===== src/sv/ccfp_pkg.sv =====
// ----------------------------------------------------------------------------
// ccfp_pkg
// Shared types, constants and keyword tables of the command frame parser.
// ----------------------------------------------------------------------------
package ccfp_pkg;

  // Default buffer limits
  localparam int KEY_CHARS_DEF   = 15;
  localparam int VALUE_CHARS_DEF = 31;

  // Fixed field widths of a result beat
  localparam int KEY_LEN_W  = 4;
  localparam int VAL_LEN_W  = 5;
  localparam int TEXT_W     = 8;
  localparam int M_TDATA_W  = 24;
  localparam int M_TUSER_W  = 2;

  // Field walker widths and limits
  localparam int CNT_W      = 5;
  localparam int FIELD_W    = 3;
  localparam int FIELD_MAX  = 4;
  localparam int CHAR_MAX   = 31;
  localparam int TARGET_LEN = 5;
  localparam int WORD_COUNT = 5;

  localparam logic [TEXT_W-1:0] CHAR_NUL   = 8'h00;
  localparam logic [TEXT_W-1:0] CHAR_COMMA = 8'h2C;

  localparam logic STATUS_OK   = 1'b0;
  localparam logic STATUS_FAIL = 1'b1;

  // Field numbers of the frame
  localparam logic [FIELD_W-1:0] FLD_TARGET = 3'd0;
  localparam logic [FIELD_W-1:0] FLD_ITEM   = 3'd1;
  localparam logic [FIELD_W-1:0] FLD_KEY    = 3'd2;
  localparam logic [FIELD_W-1:0] FLD_VALUE  = 3'd3;

  typedef enum logic [2:0] {
    CMD_NO_MATCH = 3'd0,
    CMD_LED      = 3'd1,
    CMD_CAR      = 3'd2,
    CMD_SERVO    = 3'd3,
    CMD_COMPASS  = 3'd4,
    CMD_ULT      = 3'd5
  } cmd_e;

  typedef enum logic [1:0] {
    KIND_HEADER = 2'd0,
    KIND_KEY    = 2'd1,
    KIND_VALUE  = 2'd2
  } result_kind_e;

  typedef enum logic [1:0] {
    BK_HEADER,
    BK_KEY,
    BK_VALUE
  } back_state_e;

  // Keyword tables: the target word and the five item words (bit 0 = LED)
  localparam logic [TEXT_W-1:0] TARGET_WORD [TARGET_LEN] =
    '{8'h53, 8'h54, 8'h4D, 8'h33, 8'h32};

  localparam logic [TEXT_W-1:0] ITEM_WORDS [WORD_COUNT][8] = '{
    '{8'h4C, 8'h45, 8'h44, 8'h00, 8'h00, 8'h00, 8'h00, 8'h00},
    '{8'h43, 8'h41, 8'h52, 8'h00, 8'h00, 8'h00, 8'h00, 8'h00},
    '{8'h53, 8'h45, 8'h52, 8'h56, 8'h4F, 8'h00, 8'h00, 8'h00},
    '{8'h43, 8'h4F, 8'h4D, 8'h50, 8'h41, 8'h53, 8'h53, 8'h00},
    '{8'h55, 8'h4C, 8'h54, 8'h00, 8'h00, 8'h00, 8'h00, 8'h00}
  };

  localparam logic [CNT_W-1:0] ITEM_LENS [WORD_COUNT] =
    '{5'd3, 5'd3, 5'd5, 5'd7, 5'd3};

  // One finished frame, handed from front to back
  typedef struct packed {
    logic                 bank;
    logic                 status;
    cmd_e                 code;
    logic [KEY_LEN_W-1:0] key_len;
    logic [VAL_LEN_W-1:0] val_len;
  } frame_desc_t;

  // Control part of one result beat
  typedef struct packed {
    result_kind_e         kind;
    logic                 status;
    cmd_e                 code;
    logic [KEY_LEN_W-1:0] key_len;
    logic [VAL_LEN_W-1:0] val_len;
    logic                 last;
  } out_item_t;

  // Target character at a position below the target length
  function automatic logic [TEXT_W-1:0] target_char(input logic [2:0] pos);
    logic [TEXT_W-1:0] ch;
    unique case (pos)
      3'd0:    ch = TARGET_WORD[0];
      3'd1:    ch = TARGET_WORD[1];
      3'd2:    ch = TARGET_WORD[2];
      3'd3:    ch = TARGET_WORD[3];
      3'd4:    ch = TARGET_WORD[4];
      default: ch = CHAR_NUL;
    endcase
    return ch;
  endfunction

  // Item words that carry character ch at position pos
  function automatic logic [WORD_COUNT-1:0] char_match(input logic [CNT_W-1:0] pos,
                                                       input logic [TEXT_W-1:0] ch);
    logic [WORD_COUNT-1:0] m;
    for (int w = 0; w < WORD_COUNT; w++) begin
      m[w] = (pos < ITEM_LENS[w]) && (ITEM_WORDS[w][pos[2:0]] == ch);
    end
    return m;
  endfunction

  // Item words whose length equals cnt
  function automatic logic [WORD_COUNT-1:0] len_match(input logic [CNT_W-1:0] cnt);
    logic [WORD_COUNT-1:0] m;
    for (int w = 0; w < WORD_COUNT; w++) begin
      m[w] = (cnt == ITEM_LENS[w]);
    end
    return m;
  endfunction

  // Lowest surviving keyword gives the command code
  function automatic cmd_e first_code(input logic [WORD_COUNT-1:0] mask);
    cmd_e c;
    priority if (mask[0]) c = CMD_LED;
    else if (mask[1])     c = CMD_CAR;
    else if (mask[2])     c = CMD_SERVO;
    else if (mask[3])     c = CMD_COMPASS;
    else if (mask[4])     c = CMD_ULT;
    else                  c = CMD_NO_MATCH;
    return c;
  endfunction

endpackage


===== src/sv/ccfp_ram.sv =====
// ----------------------------------------------------------------------------
// ccfp_ram
// Simple dual-port RAM: one write port, one read port with registered data.
// ----------------------------------------------------------------------------
module ccfp_ram #(
  parameter int WIDTH = 8,
  parameter int DEPTH = 32,
  localparam int AW   = $clog2(DEPTH)
) (
  input  logic             clk_i,
  input  logic             we_i,
  input  logic [AW-1:0]    waddr_i,
  input  logic [WIDTH-1:0] wdata_i,
  input  logic             re_i,
  input  logic [AW-1:0]    raddr_i,
  output logic [WIDTH-1:0] rdata_o
);

  logic [WIDTH-1:0] mem_q [DEPTH];
  logic [WIDTH-1:0] rdata_q;

  // Storage array and read register, no reset
  always_ff @(posedge clk_i) begin
    if (we_i) begin
      mem_q[waddr_i] <= wdata_i;
    end
    if (re_i) begin
      rdata_q <= mem_q[raddr_i];
    end
  end

  assign rdata_o = rdata_q;

endmodule


===== src/sv/ccfp_front.sv =====
// ----------------------------------------------------------------------------
// ccfp_front
// Byte walker: splits the frame at commas, matches target and item, writes
// key and value characters to the current buffer bank and posts a frame
// descriptor on the frame-end beat.
// ----------------------------------------------------------------------------
module ccfp_front import ccfp_pkg::*; #(
  parameter int KEY_CHARS   = KEY_CHARS_DEF,
  parameter int VALUE_CHARS = VALUE_CHARS_DEF,
  localparam int KW = $clog2(KEY_CHARS + 1),
  localparam int VW = $clog2(VALUE_CHARS + 1)
) (
  input  logic              clk_i,
  input  logic              rst_ni,
  input  logic              byte_valid_i,
  output logic              byte_ready_o,
  input  logic [TEXT_W-1:0] byte_data_i,
  input  logic              byte_last_i,
  input  logic              q_full_i,
  output logic              q_push_o,
  output frame_desc_t       q_desc_o,
  output logic              key_we_o,
  output logic [KW:0]       key_waddr_o,
  output logic [TEXT_W-1:0] key_wdata_o,
  output logic              val_we_o,
  output logic [VW:0]       val_waddr_o,
  output logic [TEXT_W-1:0] val_wdata_o
);

  logic [FIELD_W-1:0]    fn_q, fn_a;
  logic [CNT_W-1:0]      cnt_q, cnt_a;
  logic                  tgt_q, tgt_a, tgt_f;
  logic [WORD_COUNT-1:0] mask_q, mask_a, mask_f;
  logic [KW-1:0]         kc_q, kc_a;
  logic [VW-1:0]         vc_q, vc_a;
  logic                  ended_q, ended_a;
  logic                  bank_q;
  logic                  accept;
  logic                  key_wr, val_wr;
  cmd_e                  code;

  assign byte_ready_o = !q_full_i;
  assign accept       = byte_valid_i && byte_ready_o;

  // Effect of one byte on the walker state
  always_comb begin
    fn_a    = fn_q;
    cnt_a   = cnt_q;
    tgt_a   = tgt_q;
    mask_a  = mask_q;
    kc_a    = kc_q;
    vc_a    = vc_q;
    ended_a = ended_q;
    key_wr  = 1'b0;
    val_wr  = 1'b0;
    if (!ended_q) begin
      if (byte_data_i == CHAR_NUL) begin
        ended_a = 1'b1;
      end else if (byte_data_i == CHAR_COMMA) begin
        // close the field in hand
        if (fn_q == FLD_TARGET && cnt_q != CNT_W'(TARGET_LEN)) begin
          tgt_a = 1'b0;
        end
        if (fn_q == FLD_ITEM) begin
          mask_a = mask_q & len_match(cnt_q);
        end
        if (fn_q < FIELD_W'(FIELD_MAX)) begin
          fn_a = fn_q + FIELD_W'(1);
        end
        cnt_a = '0;
      end else begin
        priority if (fn_q == FLD_TARGET) begin
          if (cnt_q >= CNT_W'(TARGET_LEN) || target_char(cnt_q[2:0]) != byte_data_i) begin
            tgt_a = 1'b0;
          end
        end else if (fn_q == FLD_ITEM) begin
          mask_a = mask_q & char_match(cnt_q, byte_data_i);
        end else if (fn_q == FLD_KEY) begin
          if (kc_q < KW'(KEY_CHARS)) begin
            key_wr = 1'b1;
            kc_a   = kc_q + KW'(1);
          end
        end else if (fn_q == FLD_VALUE) begin
          if (vc_q < VW'(VALUE_CHARS)) begin
            val_wr = 1'b1;
            vc_a   = vc_q + VW'(1);
          end
        end else begin
          // fields past the value are skipped
        end
        if (cnt_q != CNT_W'(CHAR_MAX)) begin
          cnt_a = cnt_q + CNT_W'(1);
        end
      end
    end
  end

  // Frame-end close and command decode
  always_comb begin
    tgt_f  = tgt_a;
    mask_f = mask_a;
    if (fn_a == FLD_TARGET && cnt_a != CNT_W'(TARGET_LEN)) begin
      tgt_f = 1'b0;
    end
    if (fn_a == FLD_ITEM) begin
      mask_f = mask_a & len_match(cnt_a);
    end
    code = (fn_a != FLD_TARGET && tgt_f) ? first_code(mask_f) : CMD_NO_MATCH;

    q_desc_o.bank = bank_q;
    if (code != CMD_NO_MATCH) begin
      q_desc_o.status  = STATUS_OK;
      q_desc_o.code    = code;
      q_desc_o.key_len = KEY_LEN_W'(kc_a);
      q_desc_o.val_len = VAL_LEN_W'(vc_a);
    end else begin
      q_desc_o.status  = STATUS_FAIL;
      q_desc_o.code    = CMD_NO_MATCH;
      q_desc_o.key_len = '0;
      q_desc_o.val_len = '0;
    end
  end

  assign q_push_o    = accept && byte_last_i;
  assign key_we_o    = accept && key_wr;
  assign key_waddr_o = {bank_q, kc_q};
  assign key_wdata_o = byte_data_i;
  assign val_we_o    = accept && val_wr;
  assign val_waddr_o = {bank_q, vc_q};
  assign val_wdata_o = byte_data_i;

  // Walker registers; a frame-end beat restarts the walker on the other bank
  always_ff @(posedge clk_i or negedge rst_ni) begin
    if (!rst_ni) begin
      fn_q    <= FLD_TARGET;
      cnt_q   <= '0;
      tgt_q   <= 1'b1;
      mask_q  <= '1;
      kc_q    <= '0;
      vc_q    <= '0;
      ended_q <= 1'b0;
      bank_q  <= 1'b0;
    end else if (accept) begin
      if (byte_last_i) begin
        fn_q    <= FLD_TARGET;
        cnt_q   <= '0;
        tgt_q   <= 1'b1;
        mask_q  <= '1;
        kc_q    <= '0;
        vc_q    <= '0;
        ended_q <= 1'b0;
        bank_q  <= !bank_q;
      end else begin
        fn_q    <= fn_a;
        cnt_q   <= cnt_a;
        tgt_q   <= tgt_a;
        mask_q  <= mask_a;
        kc_q    <= kc_a;
        vc_q    <= vc_a;
        ended_q <= ended_a;
      end
    end
  end

  // Checks
  a_field_range: assert property (@(posedge clk_i) disable iff (!rst_ni)
    fn_q <= FIELD_W'(FIELD_MAX))
    else $error("field number past its limit");

  a_key_range: assert property (@(posedge clk_i) disable iff (!rst_ni)
    kc_q <= KW'(KEY_CHARS))
    else $error("key count past the key buffer");

  a_val_range: assert property (@(posedge clk_i) disable iff (!rst_ni)
    vc_q <= VW'(VALUE_CHARS))
    else $error("value count past the value buffer");

  a_key_field: assert property (@(posedge clk_i) disable iff (!rst_ni)
    key_we_o |-> (fn_q == FLD_KEY && !ended_q))
    else $error("key write outside the key field");

endmodule


===== src/sv/ccfp_fifo.sv =====
// ----------------------------------------------------------------------------
// ccfp_fifo
// Two-entry descriptor queue; an entry stays until its frame is drained, so
// the fill level also tells which buffer banks are in use.
// ----------------------------------------------------------------------------
module ccfp_fifo import ccfp_pkg::*; (
  input  logic        clk_i,
  input  logic        rst_ni,
  input  logic        push_i,
  input  frame_desc_t desc_i,
  input  logic        pop_i,
  output logic        valid_o,
  output logic        full_o,
  output frame_desc_t head_o
);

  frame_desc_t entry_q [2];
  logic        wr_ptr_q, rd_ptr_q;
  logic [1:0]  count_q, count_d;

  assign valid_o = (count_q != 2'd0);
  assign full_o  = (count_q == 2'd2);
  assign head_o  = entry_q[rd_ptr_q];

  // Fill level
  always_comb begin
    unique case ({push_i, pop_i})
      2'b10:   count_d = count_q + 2'd1;
      2'b01:   count_d = count_q - 2'd1;
      default: count_d = count_q;
    endcase
  end

  // Entry storage
  always_ff @(posedge clk_i) begin
    if (push_i) begin
      entry_q[wr_ptr_q] <= desc_i;
    end
  end

  // Pointers and level
  always_ff @(posedge clk_i or negedge rst_ni) begin
    if (!rst_ni) begin
      wr_ptr_q <= 1'b0;
      rd_ptr_q <= 1'b0;
      count_q  <= 2'd0;
    end else begin
      if (push_i) wr_ptr_q <= !wr_ptr_q;
      if (pop_i)  rd_ptr_q <= !rd_ptr_q;
      count_q <= count_d;
    end
  end

  // Checks
  a_level: assert property (@(posedge clk_i) disable iff (!rst_ni)
    count_q <= 2'd2)
    else $error("queue level out of range");

  a_no_overrun: assert property (@(posedge clk_i) disable iff (!rst_ni)
    push_i |-> !full_o)
    else $error("push into a full queue");

  a_no_underrun: assert property (@(posedge clk_i) disable iff (!rst_ni)
    pop_i |-> valid_o)
    else $error("pop from an empty queue");

endmodule


===== src/sv/ccfp_back.sv =====
// ----------------------------------------------------------------------------
// ccfp_back
// Result sequencer: for each queued frame issues the header, then reads the
// key and value characters out of the frame's buffer bank through the RAM read
// stage and an output register, one beat a cycle unless the output stalls.
// ----------------------------------------------------------------------------
module ccfp_back import ccfp_pkg::*; #(
  parameter int KEY_CHARS   = KEY_CHARS_DEF,
  parameter int VALUE_CHARS = VALUE_CHARS_DEF,
  localparam int KW = $clog2(KEY_CHARS + 1),
  localparam int VW = $clog2(VALUE_CHARS + 1),
  localparam int IW = (KW > VW) ? KW : VW
) (
  input  logic                 clk_i,
  input  logic                 rst_ni,
  input  logic                 q_valid_i,
  input  frame_desc_t          q_head_i,
  output logic                 q_pop_o,
  output logic                 key_re_o,
  output logic [KW:0]          key_raddr_o,
  input  logic [TEXT_W-1:0]    key_rdata_i,
  output logic                 val_re_o,
  output logic [VW:0]          val_raddr_o,
  input  logic [TEXT_W-1:0]    val_rdata_i,
  output logic                 res_valid_o,
  input  logic                 res_ready_i,
  output logic [M_TDATA_W-1:0] res_data_o,
  output logic [M_TUSER_W-1:0] res_user_o,
  output logic                 res_last_o
);

  back_state_e       state_q, state_d;
  logic [IW-1:0]     idx_q, idx_d, idx_inc;
  logic              adv, issue;
  logic              key_end, val_end, no_key, no_val;
  out_item_t         item;
  logic              s1_valid_q;
  out_item_t         s1_item_q;
  logic              out_valid_q;
  out_item_t         out_item_q;
  logic [TEXT_W-1:0] out_text_q, s1_text;

  // The pipe moves whenever the output register is free or being taken
  assign adv     = !out_valid_q || res_ready_i;
  assign idx_inc = idx_q + IW'(1);
  assign key_end = (idx_inc == IW'(q_head_i.key_len));
  assign val_end = (idx_inc == IW'(q_head_i.val_len));
  assign no_key  = (q_head_i.key_len == '0);
  assign no_val  = (q_head_i.val_len == '0);

  assign key_raddr_o = {q_head_i.bank, idx_q[KW-1:0]};
  assign val_raddr_o = {q_head_i.bank, idx_q[VW-1:0]};

  // State register
  always_ff @(posedge clk_i or negedge rst_ni) begin
    if (!rst_ni) begin
      state_q <= BK_HEADER;
      idx_q   <= '0;
    end else begin
      state_q <= state_d;
      idx_q   <= idx_d;
    end
  end

  // Issue sequencing
  always_comb begin
    state_d      = state_q;
    idx_d        = idx_q;
    issue        = 1'b0;
    q_pop_o      = 1'b0;
    key_re_o     = 1'b0;
    val_re_o     = 1'b0;
    item.kind    = KIND_HEADER;
    item.status  = q_head_i.status;
    item.code    = q_head_i.code;
    item.key_len = q_head_i.key_len;
    item.val_len = q_head_i.val_len;
    item.last    = 1'b0;
    unique case (state_q)
      BK_HEADER: begin
        if (adv && q_valid_i) begin
          issue     = 1'b1;
          item.last = no_key && no_val;
          idx_d     = '0;
          if (!no_key) begin
            state_d = BK_KEY;
          end else if (!no_val) begin
            state_d = BK_VALUE;
          end else begin
            q_pop_o = 1'b1;
          end
        end
      end
      BK_KEY: begin
        if (adv) begin
          issue     = 1'b1;
          key_re_o  = 1'b1;
          item.kind = KIND_KEY;
          item.last = key_end && no_val;
          if (key_end) begin
            idx_d = '0;
            if (!no_val) begin
              state_d = BK_VALUE;
            end else begin
              state_d = BK_HEADER;
              q_pop_o = 1'b1;
            end
          end else begin
            idx_d = idx_inc;
          end
        end
      end
      BK_VALUE: begin
        if (adv) begin
          issue     = 1'b1;
          val_re_o  = 1'b1;
          item.kind = KIND_VALUE;
          item.last = val_end;
          if (val_end) begin
            idx_d   = '0;
            state_d = BK_HEADER;
            q_pop_o = 1'b1;
          end else begin
            idx_d = idx_inc;
          end
        end
      end
      default: begin
        state_d = BK_HEADER;
      end
    endcase
  end

  // Character for the beat leaving the read stage
  always_comb begin
    unique case (s1_item_q.kind)
      KIND_KEY:   s1_text = key_rdata_i;
      KIND_VALUE: s1_text = val_rdata_i;
      default:    s1_text = CHAR_NUL;
    endcase
  end

  // Read stage and output register, valid bits
  always_ff @(posedge clk_i or negedge rst_ni) begin
    if (!rst_ni) begin
      s1_valid_q  <= 1'b0;
      out_valid_q <= 1'b0;
    end else if (adv) begin
      s1_valid_q  <= issue;
      out_valid_q <= s1_valid_q;
    end
  end

  // Read stage and output register, payload
  always_ff @(posedge clk_i) begin
    if (adv) begin
      s1_item_q  <= item;
      out_item_q <= s1_item_q;
      out_text_q <= s1_text;
    end
  end

  // Beat packing: status, code, key length, value length, character
  assign res_valid_o = out_valid_q;
  assign res_data_o  = {3'b000, out_text_q, out_item_q.val_len, out_item_q.key_len,
                        out_item_q.code, out_item_q.status};
  assign res_user_o  = out_item_q.kind;
  assign res_last_o  = out_item_q.last;

  // Checks
  a_busy_has_frame: assert property (@(posedge clk_i) disable iff (!rst_ni)
    (state_q != BK_HEADER) |-> q_valid_i)
    else $error("sequencer busy without a queued frame");

  a_pop_on_last: assert property (@(posedge clk_i) disable iff (!rst_ni)
    q_pop_o |-> (issue && item.last))
    else $error("frame released before its last beat");

  a_fail_empty: assert property (@(posedge clk_i) disable iff (!rst_ni)
    (out_valid_q && out_item_q.status == STATUS_FAIL) |->
      (out_item_q.kind == KIND_HEADER && out_item_q.last &&
       out_item_q.key_len == '0 && out_item_q.val_len == '0))
    else $error("failed frame carries text");

endmodule


===== src/sv/csv_command_frame_parser_unit.sv =====
// The header beat of a frame passes the descriptor queue, read stage and output register.
// Throughput: one frame byte per cycle; a frame drains 1 + key + value beats, one a ready cycle.
// The descriptor queue and two buffer banks hold two frames; bytes stall only when both
// wait to drain, the result sequencer, reading one RAM word per ready cycle, being the limit.
// Reset is asynchronous, active low; it clears the walker, queue and sequencer state,
// while the key and value buffers are not cleared and are read only where written.
// ----------------------------------------------------------------------------
// csv_command_frame_parser_unit
// Text command frame parser: splits a byte stream at commas, checks target
// and item words, keeps key and value text and emits header plus text beats.
// ----------------------------------------------------------------------------
module csv_command_frame_parser_unit import ccfp_pkg::*; #(
  parameter int KEY_CHARS   = KEY_CHARS_DEF,
  parameter int VALUE_CHARS = VALUE_CHARS_DEF
) (
  input  logic                 clk_i,
  input  logic                 rst_ni,
  // Frame byte stream
  input  logic                 s_axis_tvalid,
  output logic                 s_axis_tready,
  input  logic [7:0]           s_axis_tdata,  // [7:0] frame_byte
  input  logic                 s_axis_tlast,  // end_of_frame
  // Result stream
  output logic                 m_axis_tvalid,
  input  logic                 m_axis_tready,
  output logic [M_TDATA_W-1:0] m_axis_tdata,  // [0] parse_status, [3:1] command_code,
                                              // [7:4] key_length, [12:8] value_length,
                                              // [20:13] text_char, [23:21] zero
  output logic [M_TUSER_W-1:0] m_axis_tuser,  // [1:0] result_kind
  output logic                 m_axis_tlast   // last_result
);

  localparam int KW = $clog2(KEY_CHARS + 1);
  localparam int VW = $clog2(VALUE_CHARS + 1);

  logic              q_push, q_pop, q_valid, q_full;
  frame_desc_t       q_desc, q_head;
  logic              key_we, key_re, val_we, val_re;
  logic [KW:0]       key_waddr, key_raddr;
  logic [VW:0]       val_waddr, val_raddr;
  logic [TEXT_W-1:0] key_wdata, key_rdata, val_wdata, val_rdata;

  // Byte walker
  ccfp_front #(
    .KEY_CHARS   (KEY_CHARS),
    .VALUE_CHARS (VALUE_CHARS)
  ) u_front (
    .clk_i        (clk_i),
    .rst_ni       (rst_ni),
    .byte_valid_i (s_axis_tvalid),
    .byte_ready_o (s_axis_tready),
    .byte_data_i  (s_axis_tdata),
    .byte_last_i  (s_axis_tlast),
    .q_full_i     (q_full),
    .q_push_o     (q_push),
    .q_desc_o     (q_desc),
    .key_we_o     (key_we),
    .key_waddr_o  (key_waddr),
    .key_wdata_o  (key_wdata),
    .val_we_o     (val_we),
    .val_waddr_o  (val_waddr),
    .val_wdata_o  (val_wdata)
  );

  // Frame descriptor queue
  ccfp_fifo u_fifo (
    .clk_i   (clk_i),
    .rst_ni  (rst_ni),
    .push_i  (q_push),
    .desc_i  (q_desc),
    .pop_i   (q_pop),
    .valid_o (q_valid),
    .full_o  (q_full),
    .head_o  (q_head)
  );

  // Key buffer, two banks
  ccfp_ram #(
    .WIDTH (TEXT_W),
    .DEPTH (2 ** (KW + 1))
  ) u_key_ram (
    .clk_i   (clk_i),
    .we_i    (key_we),
    .waddr_i (key_waddr),
    .wdata_i (key_wdata),
    .re_i    (key_re),
    .raddr_i (key_raddr),
    .rdata_o (key_rdata)
  );

  // Value buffer, two banks
  ccfp_ram #(
    .WIDTH (TEXT_W),
    .DEPTH (2 ** (VW + 1))
  ) u_val_ram (
    .clk_i   (clk_i),
    .we_i    (val_we),
    .waddr_i (val_waddr),
    .wdata_i (val_wdata),
    .re_i    (val_re),
    .raddr_i (val_raddr),
    .rdata_o (val_rdata)
  );

  // Result sequencer
  ccfp_back #(
    .KEY_CHARS   (KEY_CHARS),
    .VALUE_CHARS (VALUE_CHARS)
  ) u_back (
    .clk_i       (clk_i),
    .rst_ni      (rst_ni),
    .q_valid_i   (q_valid),
    .q_head_i    (q_head),
    .q_pop_o     (q_pop),
    .key_re_o    (key_re),
    .key_raddr_o (key_raddr),
    .key_rdata_i (key_rdata),
    .val_re_o    (val_re),
    .val_raddr_o (val_raddr),
    .val_rdata_i (val_rdata),
    .res_valid_o (m_axis_tvalid),
    .res_ready_i (m_axis_tready),
    .res_data_o  (m_axis_tdata),
    .res_user_o  (m_axis_tuser),
    .res_last_o  (m_axis_tlast)
  );

endmodule

===== config.mk =====
export PLATFORM = sky130hd
export DESIGN_NAME = csv_command_frame_parser_unit
export DESIGN_NICKNAME = d
export VERILOG_FILES = /design/src/sv/ccfp_pkg.sv /design/src/sv/ccfp_ram.sv /design/src/sv/ccfp_front.sv /design/src/sv/ccfp_fifo.sv /design/src/sv/ccfp_back.sv /design/src/sv/csv_command_frame_parser_unit.sv
export SDC_FILE = /design/constraint.sdc
export NUM_CORES = 1
export LEC_CHECK = 0
export BUFFER_PORTS_ARGS = -buffer_cell sky130_fd_sc_hd__buf_4
export CORE_MARGIN = 3
export CORE_UTILIZATION = 40
export DETAILED_ROUTE_END_ITERATION = 8
export SETUP_SLACK_MARGIN = 0.02
export SLEW_MARGIN = 20
export SYNTH_ARGS = -nofsm -noshare
export SYNTH_HDL_FRONTEND = slang
export SYNTH_SLANG_ARGS = --single-unit

===== constraint.sdc =====
create_clock -name clk_i -period 9.67 [get_ports clk_i]
set_clock_uncertainty 0.1 [all_clocks]
set_input_delay 0 -clock clk_i [delete_from_list [all_inputs] [get_ports clk_i]]
set_output_delay 0 -clock clk_i [all_outputs]
set_load 0.05 [all_outputs]

==> run_results.csv, run 1 <==
group,metric,value,unit
yosys,synth_cell_type_count,65,
clock_network,cts_root_buffer,"clkbuf_16",
sta,period_needed,4.325,ns
worst_setup_path,crit_top_cell,"mux4_2",
sta,max_slew_margin,23.84,%
power,ir_drop,0.0001696,V
cells_and_area,antennaDiodeCount,0,
placed_design,gp_congestion,0.8034,
routing,drt_iter0_drc,1777,
sta,rsz0062_at_grt,"false",
yosys,syn_area,36100,um2
yosys,yosysTopAreaCell,"edfxtp_1",
yosys,synth_compound_area_share,2.759,%
worst_setup_path,path_cells,"buf_12 -> buf_4 -> mux4_2 -> mux4_2 -> mux4_2",
yosys,synth_top_family_by_area,"multiplexers",
worst_setup_path,cp_max_fo,111,
die,rows,109,
routing,totalWireLength,81620,um
die,start_util,40.59,%
clock_network,clk_latency,0.64,ns
routing,vias_per_cell,5.581,
sta,worst_slew_pin_slew,1.138,ns
sta,max_freq,231.2,MHz
grt,overflow,0,
grt,track_usage,17.55,%
placed_design,io_buffer_count,38,
sta,setup_viol,0,
sta,holdWs,0.1575,ns
yosys,yosys.area_share.adder,0.7972,%
cells_and_area,fin_area,40780,um2
job,cap_viol_max_count,0,
die,die_x,306.4,um
sta,setup_ws,5.345,ns
yosys,yosysWarningCount,0,
placed_design,place_ws,5.230,ns
hold_path,hold_path.class,"in -> reg",
cells_and_area,drive_above_1_share,24.30,%
placed_design,placed_area,37710,um2
routing,wl_per_cell,25.85,um
die,core,88920,um2
clock_network,cts_max_level,3,
yosys,synth_ff_type,"edfxtp_1",
cells_and_area,final_cells,3157,
power,power.leakage,12.60,nW
yosys,yosys-top-cells-area,"edfxtp_1, mux4_2, dfrtp_1, nor2_1, ha_1",
worst_setup_path,cpPeakStageDelay,0.87,ns
worst_setup_path,endpoint_kind,"flop",
grt,grt_pass1_vias,18310,
routing,dr_total_vias,17620,
cells_and_area,layout.nets,1955,
die,io_pins,42,
clock_network,clock_path_buffers,3,
yosys,synthMuxAreaShare,16.35,%
yosys,async_reset_ff_share,4.270,%
yosys,yosysMostFrequentCell,"edfxtp_1",
clock_network,clk_pin_slew_worst_paths,0.06,ns
worst_setup_path,startpoint_type,"flop",
yosys,synth_edf_count,852,
yosys,yosys-top-cells-count,"edfxtp_1, mux4_2, nor2_1, clkbuf_1, nand2_1",
cells_and_area,area_delta_synth_final,12.97,%
sta,report.final.slew_viol_count,0,
power,p_per_area,250.8,nW/um2
yosys,synth_seq_area_share,73.53,%
routing,antenna_left,0,
worst_setup_path,crit_family,"multiplexers",
grt,antenna_found_initial,2,
yosys,synth_top_area_share,70.88,%
yosys,synthCells,1826,
grt,grt_max_degree,138,
clock_network,tritoncts.num_buffers,91,
sta,fin_crit_sh,44.73,%
clock_network,clock_sinks,890,
worst_setup_path,required,9.96,ns
sta,hold_viol,0,
worst_setup_path,crit_arrival,4.61,ns
clock_network,cts_resized,0,
outcome,outcome,"completed",
yosys,syn_avg_cell_area,19.77,um2
yosys,ys_ff_latch,890,
routing,drc,0,
clock_network,cts_tree,"built",
grt,grt_pass1_wl,122400,um
yosys,synth_simple_gate_area_share,4.291,%
placed_design,dp_hpwl,49800,um
yosys,synth-xor-area-share,0.7522,%
worst_setup_path,slowest_stage,"dfrtp_4",
worst_setup_path,cp_num_buf_inv,2,
placed_design,dpl.cell_count,2977,
cells_and_area,final_core_util,45.86,%
worst_setup_path,critical_path_class,"reg -> reg",
die,dieArea,93880,um2
power,p_total,10.23,mW
die,die_h,306.4,um
sta,fin_tns_setup,0,ns
routing,first_pass_iters,6,
-- logic make-up (layout without fill, tap and decap cells) --
group                    Yosys count  in the layout
other                              1             35
XOR/XNOR                          31             31
multiplexers                     277            277
AND/OR/NAND/NOR                  326            326
flip-flops                       890            890
adder cells (fa/ha/maj)           23             23
AO/OA/AOI/OAI                    144            144
buffers and inverters            134            266
-- timing repair --
item                                   4_1_cts  5_1_grt
buffers inserted                             0        0
endpoints found under the hold margin      271       75
hold buffers                                13        1
-- path summary, 6_finish.rpt --
check,startpoint,end,slack [ns],cells past startpoint
max,u_back.idx_q[0],u_val_ram.rdata_o[1],5.34,5
min reg2reg,u_back.s1_item_q[2],u_back.res_data_o[9],0.31,0
min,s_axis_tlast,u_front.kc_q[1],0.16,3
min in group asynchronous,rst_ni,u_front.mask_q[0],0.38,3
max reg2reg,u_back.idx_q[0],u_val_ram.rdata_o[1],5.34,5
max in group asynchronous,rst_ni,u_back.idx_q[3],8.84,4
-- layout by cell type (no fill, tap or decap), types with 5 or more instances in the layout --
cell,synthesis,final
edfxtp_1,852,852
mux4_2,248,248
nor2_1,148,147
clkbuf_16,0,94
nand2_1,53,53
buf_4,4,51
conb_1,1,35
inv_1,32,31
a21oi_1,28,28
dfrtp_1,32,27
o21ai_0,23,23
ha_1,23,23
mux2_2,21,21
nand3_1,21,21
clkbuf_1,60,21
nor3_1,22,20
xnor2_1,18,18
clkinv_2,0,15
clkinv_1,0,14
xor2_1,13,13
a22oi_1,13,13
dlygate4sd3_1,0,13
nand4_1,11,11
nand2b_1,10,10
a31oi_1,9,9
nor2b_1,9,9
clkinvlp_4,0,9
or3_1,8,8
o21a_1,8,8
mux2i_1,8,7
o22ai_1,7,7
a21o_1,7,7
nor4_1,6,6
and2_1,6,6
o31ai_1,6,6
and3_1,6,6
nand3b_1,6,6
bufinv_16,0,6
dfstp_2,6,6
or2_2,5,5
-- routing by layer --
layer / share of wire, % / up-vias / track usage [%] / wire length, um
li1: - / 7628 / - / -
met4: 2.6 / 0 / 4.810 / 2117
met2: 50 / 538 / 29.38 / 40830
met3: 5.7 / 138 / 3.488 / 4693
met5: 0 / - / 0 / 0
met1: 42 / 9314 / 23.62 / 33980
-- worst min-delay path: stages --
cell	delay, ns
dlygate4sd3_1	0.53
buf_4	0.21
o22ai_1	0.09
-- report_power, final --
group          switching [mW]  total (mW)  leakage [nW]  internal, mW
Sequential              0.225        4.70          8.22          4.47
Clock                    1.45        3.41          1.40          1.96
Combinational            1.22        2.12          2.98         0.898
Total                    2.89        10.2          12.6          7.33
-- sequential cells by signal, summed over array words and instances (netlist names), 2 cells and up --
name,flops
u_back.out_text_q,8
u_fifo.entry_q,28
u_back.idx_q,5
u_val_ram.mem_q,512
u_back.state_q,2
u_front.vc_q,5
u_back.res_data_o,13
u_back.s1_item_q,16
u_front.fn_q,3
u_key_ram.mem_q,256
u_front.cnt_q,5
u_val_ram.rdata_o,8
u_back.res_user_o,2
u_front.kc_q,4
u_fifo.count_q,2
u_front.mask_q,5
u_key_ram.rdata_o,8
-- area by class of cell --
type,instances,area [um2]
inverter,32,120.1
multi-input combinational,836,9154
fill,7392,48140
clock inverter,49,449.2
clock buffer,117,2459
tap,1165,1458
sequential,890,26560
timing repair buffer,68,584.3
Note: power is estimated with default switching activity, not from simulation.
==> run 2, diff against run 1 <==
==> constraint.sdc (replaced) <==
create_clock -name clk_i -period 3.9 [get_ports clk_i]
set_clock_uncertainty 0.1 [all_clocks]
set_input_delay 0 -clock clk_i [delete_from_list [all_inputs] [get_ports clk_i]]
set_output_delay 0 -clock clk_i [all_outputs]
set_load 0.05 [all_outputs]
==> run 2 against run 1 <==
Against the previous run:
- sequential cell count stayed put
- setup slack worse by 5.0 ns
- clock power grew to 2.5 times the previous value
- via count is 3.2% higher
- largest power group unchanged
==> run_results.csv, run 2 (synthesized netlist as in run 1, its figures left out) <==
group,metric,value,unit
outcome,outcome,"completed",
grt,antenna_found_initial,1,
sta,report.final.slew_viol_count,0,
cells_and_area,layout.nets,2056,
die,die_x,306.4,um
hold_path,hold_path.class,"in -> reg",
power,ir_drop,0.0003158,V
sta,worst_slew_pin_slew,0.9903,ns
power,p_per_area,615.5,nW/um2
cells_and_area,nFillCells,7397,
clock_network,ctsHoldBuffers,18,
routing,first_pass_iters,6,
placed_design,dp_hpwl,53730,um
grt,overflow,0,
cells_and_area,drive_above_1_share,28.09,%
worst_setup_path,r2r-end,"u_fifo.entry_q[0][2]",
clock_network,cts_root_buffer,"clkbuf_16",
power,p_switching,7.320,mW
worst_setup_path,endpoint_kind,"flop",
cells_and_area,final_cells,3255,
routing,drt_iter0_drc,1916,
clock_network,cts_resized,0,
routing,wl_per_cell,26.17,um
cells_and_area,area_delta_synth_final,15.46,%
cells_and_area,top_regs,"u_val_ram.mem_q x512, u_key_ram.mem_q x256, u_fifo.entry_q x28",
worst_setup_path,reg2reg_depth,10,
placed_design,io_buffer_count,38,
power,internal-power,18.33,mW
sta,max_freq,281.5,MHz
cells_and_area,antennaDiodeCount,0,
routing,met2_length,41950,um
grt,track_usage,18.35,%
worst_setup_path,startpoint_type,"input port",
routing,met1_length,36280,um
placed_design,gp_congestion,0.8435,
clock_network,cts_max_level,3,
cells_and_area,regArea,26560,um2
worst_setup_path,timing.rr.start,"u_front.cnt_q[0]",
cells_and_area,largest_register,"u_val_ram.mem_q",
hold_path,holdPathStages,3,
power,seq_power_share,44.9,%
worst_setup_path,required,4.17,ns
routing,antenna_left,0,
die,io_pins,42,
sta,hold_viol,0,
worst_setup_path,critical_path_class,"in -> reg",
die,dieArea,93880,um2
routing,vias_per_cell,5.585,
die,die_h,306.4,um
sta,fin_tns_setup,0,ns
routing,dr.max_layer_used,"met4",
clock_network,cts_tree,"built",
routing,drc,0,
grt,grt_max_degree,86,
sta,setup_viol,0,
power,comb_power_share,21.6,%
sta,fin_crit_sh,91.07,%
clock_network,clk_pin_slew_worst_paths,0.06,ns
die,start_util,40.59,%
clock_network,cts_setup_buffers,0,
sta,max_slew_margin,33.74,%
cells_and_area,multi_input_area,9158,um2
worst_setup_path,crit_arrival,3.83,ns
hold_path,hp-start,"s_axis_tlast",
routing,dr_total_vias,18180,
clock_network,clock_sinks,890,
worst_setup_path,cp_max_fo,9,
cells_and_area,final_cell_mix,"edfxtp_1, mux4_2, nor2_1",
die,core,88920,um2
power,p_sw_share,28.54,%
grt,grt_pass1_wl,127500,um
worst_setup_path,regToRegSetupSlack,0.43,ns
sta,period_needed,3.552,ns
hold_path,whs_endpoint,"u_front.kc_q[0]",
clock_network,clk_latency,0.66,ns
power,power.leakage,13.20,nW
grt,grt_pass1_vias,18760,
job,cap_viol_max_count,0,
clock_network,clock_path_buffers,3,
routing,totalWireLength,85190,um
cells_and_area,final_core_util,46.87,%
power,clkPwrFrac,33.5,%
die,rows,109,
clock_network,tritoncts.num_buffers,91,
cells_and_area,final_common_cell,"edfxtp_1",
cells_and_area,largest_reg_flops,512,
sta,rsz0062_at_grt,"false",
routing,routed-wl-met3,4785,um
placed_design,dpl.cell_count,3074,
-- run 2: cell types whose count changed in the layout (fill, tap and decap cells not counted), moves of 2 or more --
cell,delta
clkinvlp_4,-4
dlygate4sd3_1,+4
buf_12,+5
clkinv_2,+6
bufinv_16,+2
buf_4,+93
clkbuf_1,-10
clkbuf_16,-3
clkinv_16,+2
-- run 2: power by group through the flow --
stage	clock network (mW)	registers (mW)	logic, mW
after floorplan	0	11.8	3.57
after global routing	9.19	11.6	5.94
final	8.59	11.5	5.54
after global placement	0	11.7	5.51
after detailed placement	0	11.7	5.55
after CTS	8.77	11.5	5.60
-- run 2: per-stage QoR --
| step | worst slack (ns) | hold WS [ns] | area, um2 | power (mW) |
|---|---|---|---|---|
| after CTS | 0.3779 | 0.1248 | 41670 | 25.89 |
| after detailed placement | 0.4888 | -0.06674 | 38500 | 17.26 |
| final | 0.3481 | 0.1637 | 41680 | 25.65 |
| after global routing | 0.2187 | 0.1510 | 41680 | 26.71 |
| after global placement | 0.5591 | -0.08962 | 38500 | 17.20 |
| after floorplan | 0.7012 | -0.3956 | 36220 | 15.41 |
-- run 2: final cells by class --
class	instances	share of cell area, %
multi-input combinational	836	21.97
timing repair buffer	169	3.386
sequential	890	63.72
clock inverter	58	1.474
clock buffer	105	5.662
tap	1165	3.498
inverter	32	0.2882
-- run 2: metal layers --
layer	vias up	track usage [%]
li1	7821	-
met1	9628	25.80
met2	603	29.94
met3	128	2.977
met4	0	5.111
met5	-	0
-- run 2: critical path: stages --
cell and delay, ns:
dlygate4sd3_1 0.57, buf_4 0.20, or4_4 0.57, dlygate4sd3_1 0.62, nor4_4 0.44, nand3_1 0.14
a21o_1 0.27, a31o_1 0.25, and3b_4 0.22, a211oi_4 0.36, a21oi_1 0.17
-- run 2: worst max path at each step --
stage | startpoint | endpoint | slack [ns] | cells after the start
finish | s_axis_tdata[1] | u_fifo.entry_q[0][2] | 0.35 | 11
detailed placement | u_front.cnt_q[0] | u_fifo.entry_q[0][2] | 0.49 | 10
floorplan | u_front.cnt_q[0] | u_fifo.entry_q[0][12] | 0.70 | 11
CTS | s_axis_tdata[1] | u_fifo.entry_q[0][2] | 0.38 | 11
global route | u_front.cnt_q[1] | u_fifo.entry_q[1][8] | 0.22 | 10
global placement | u_front.cnt_q[1] | u_fifo.entry_q[0][4] | 0.56 | 10
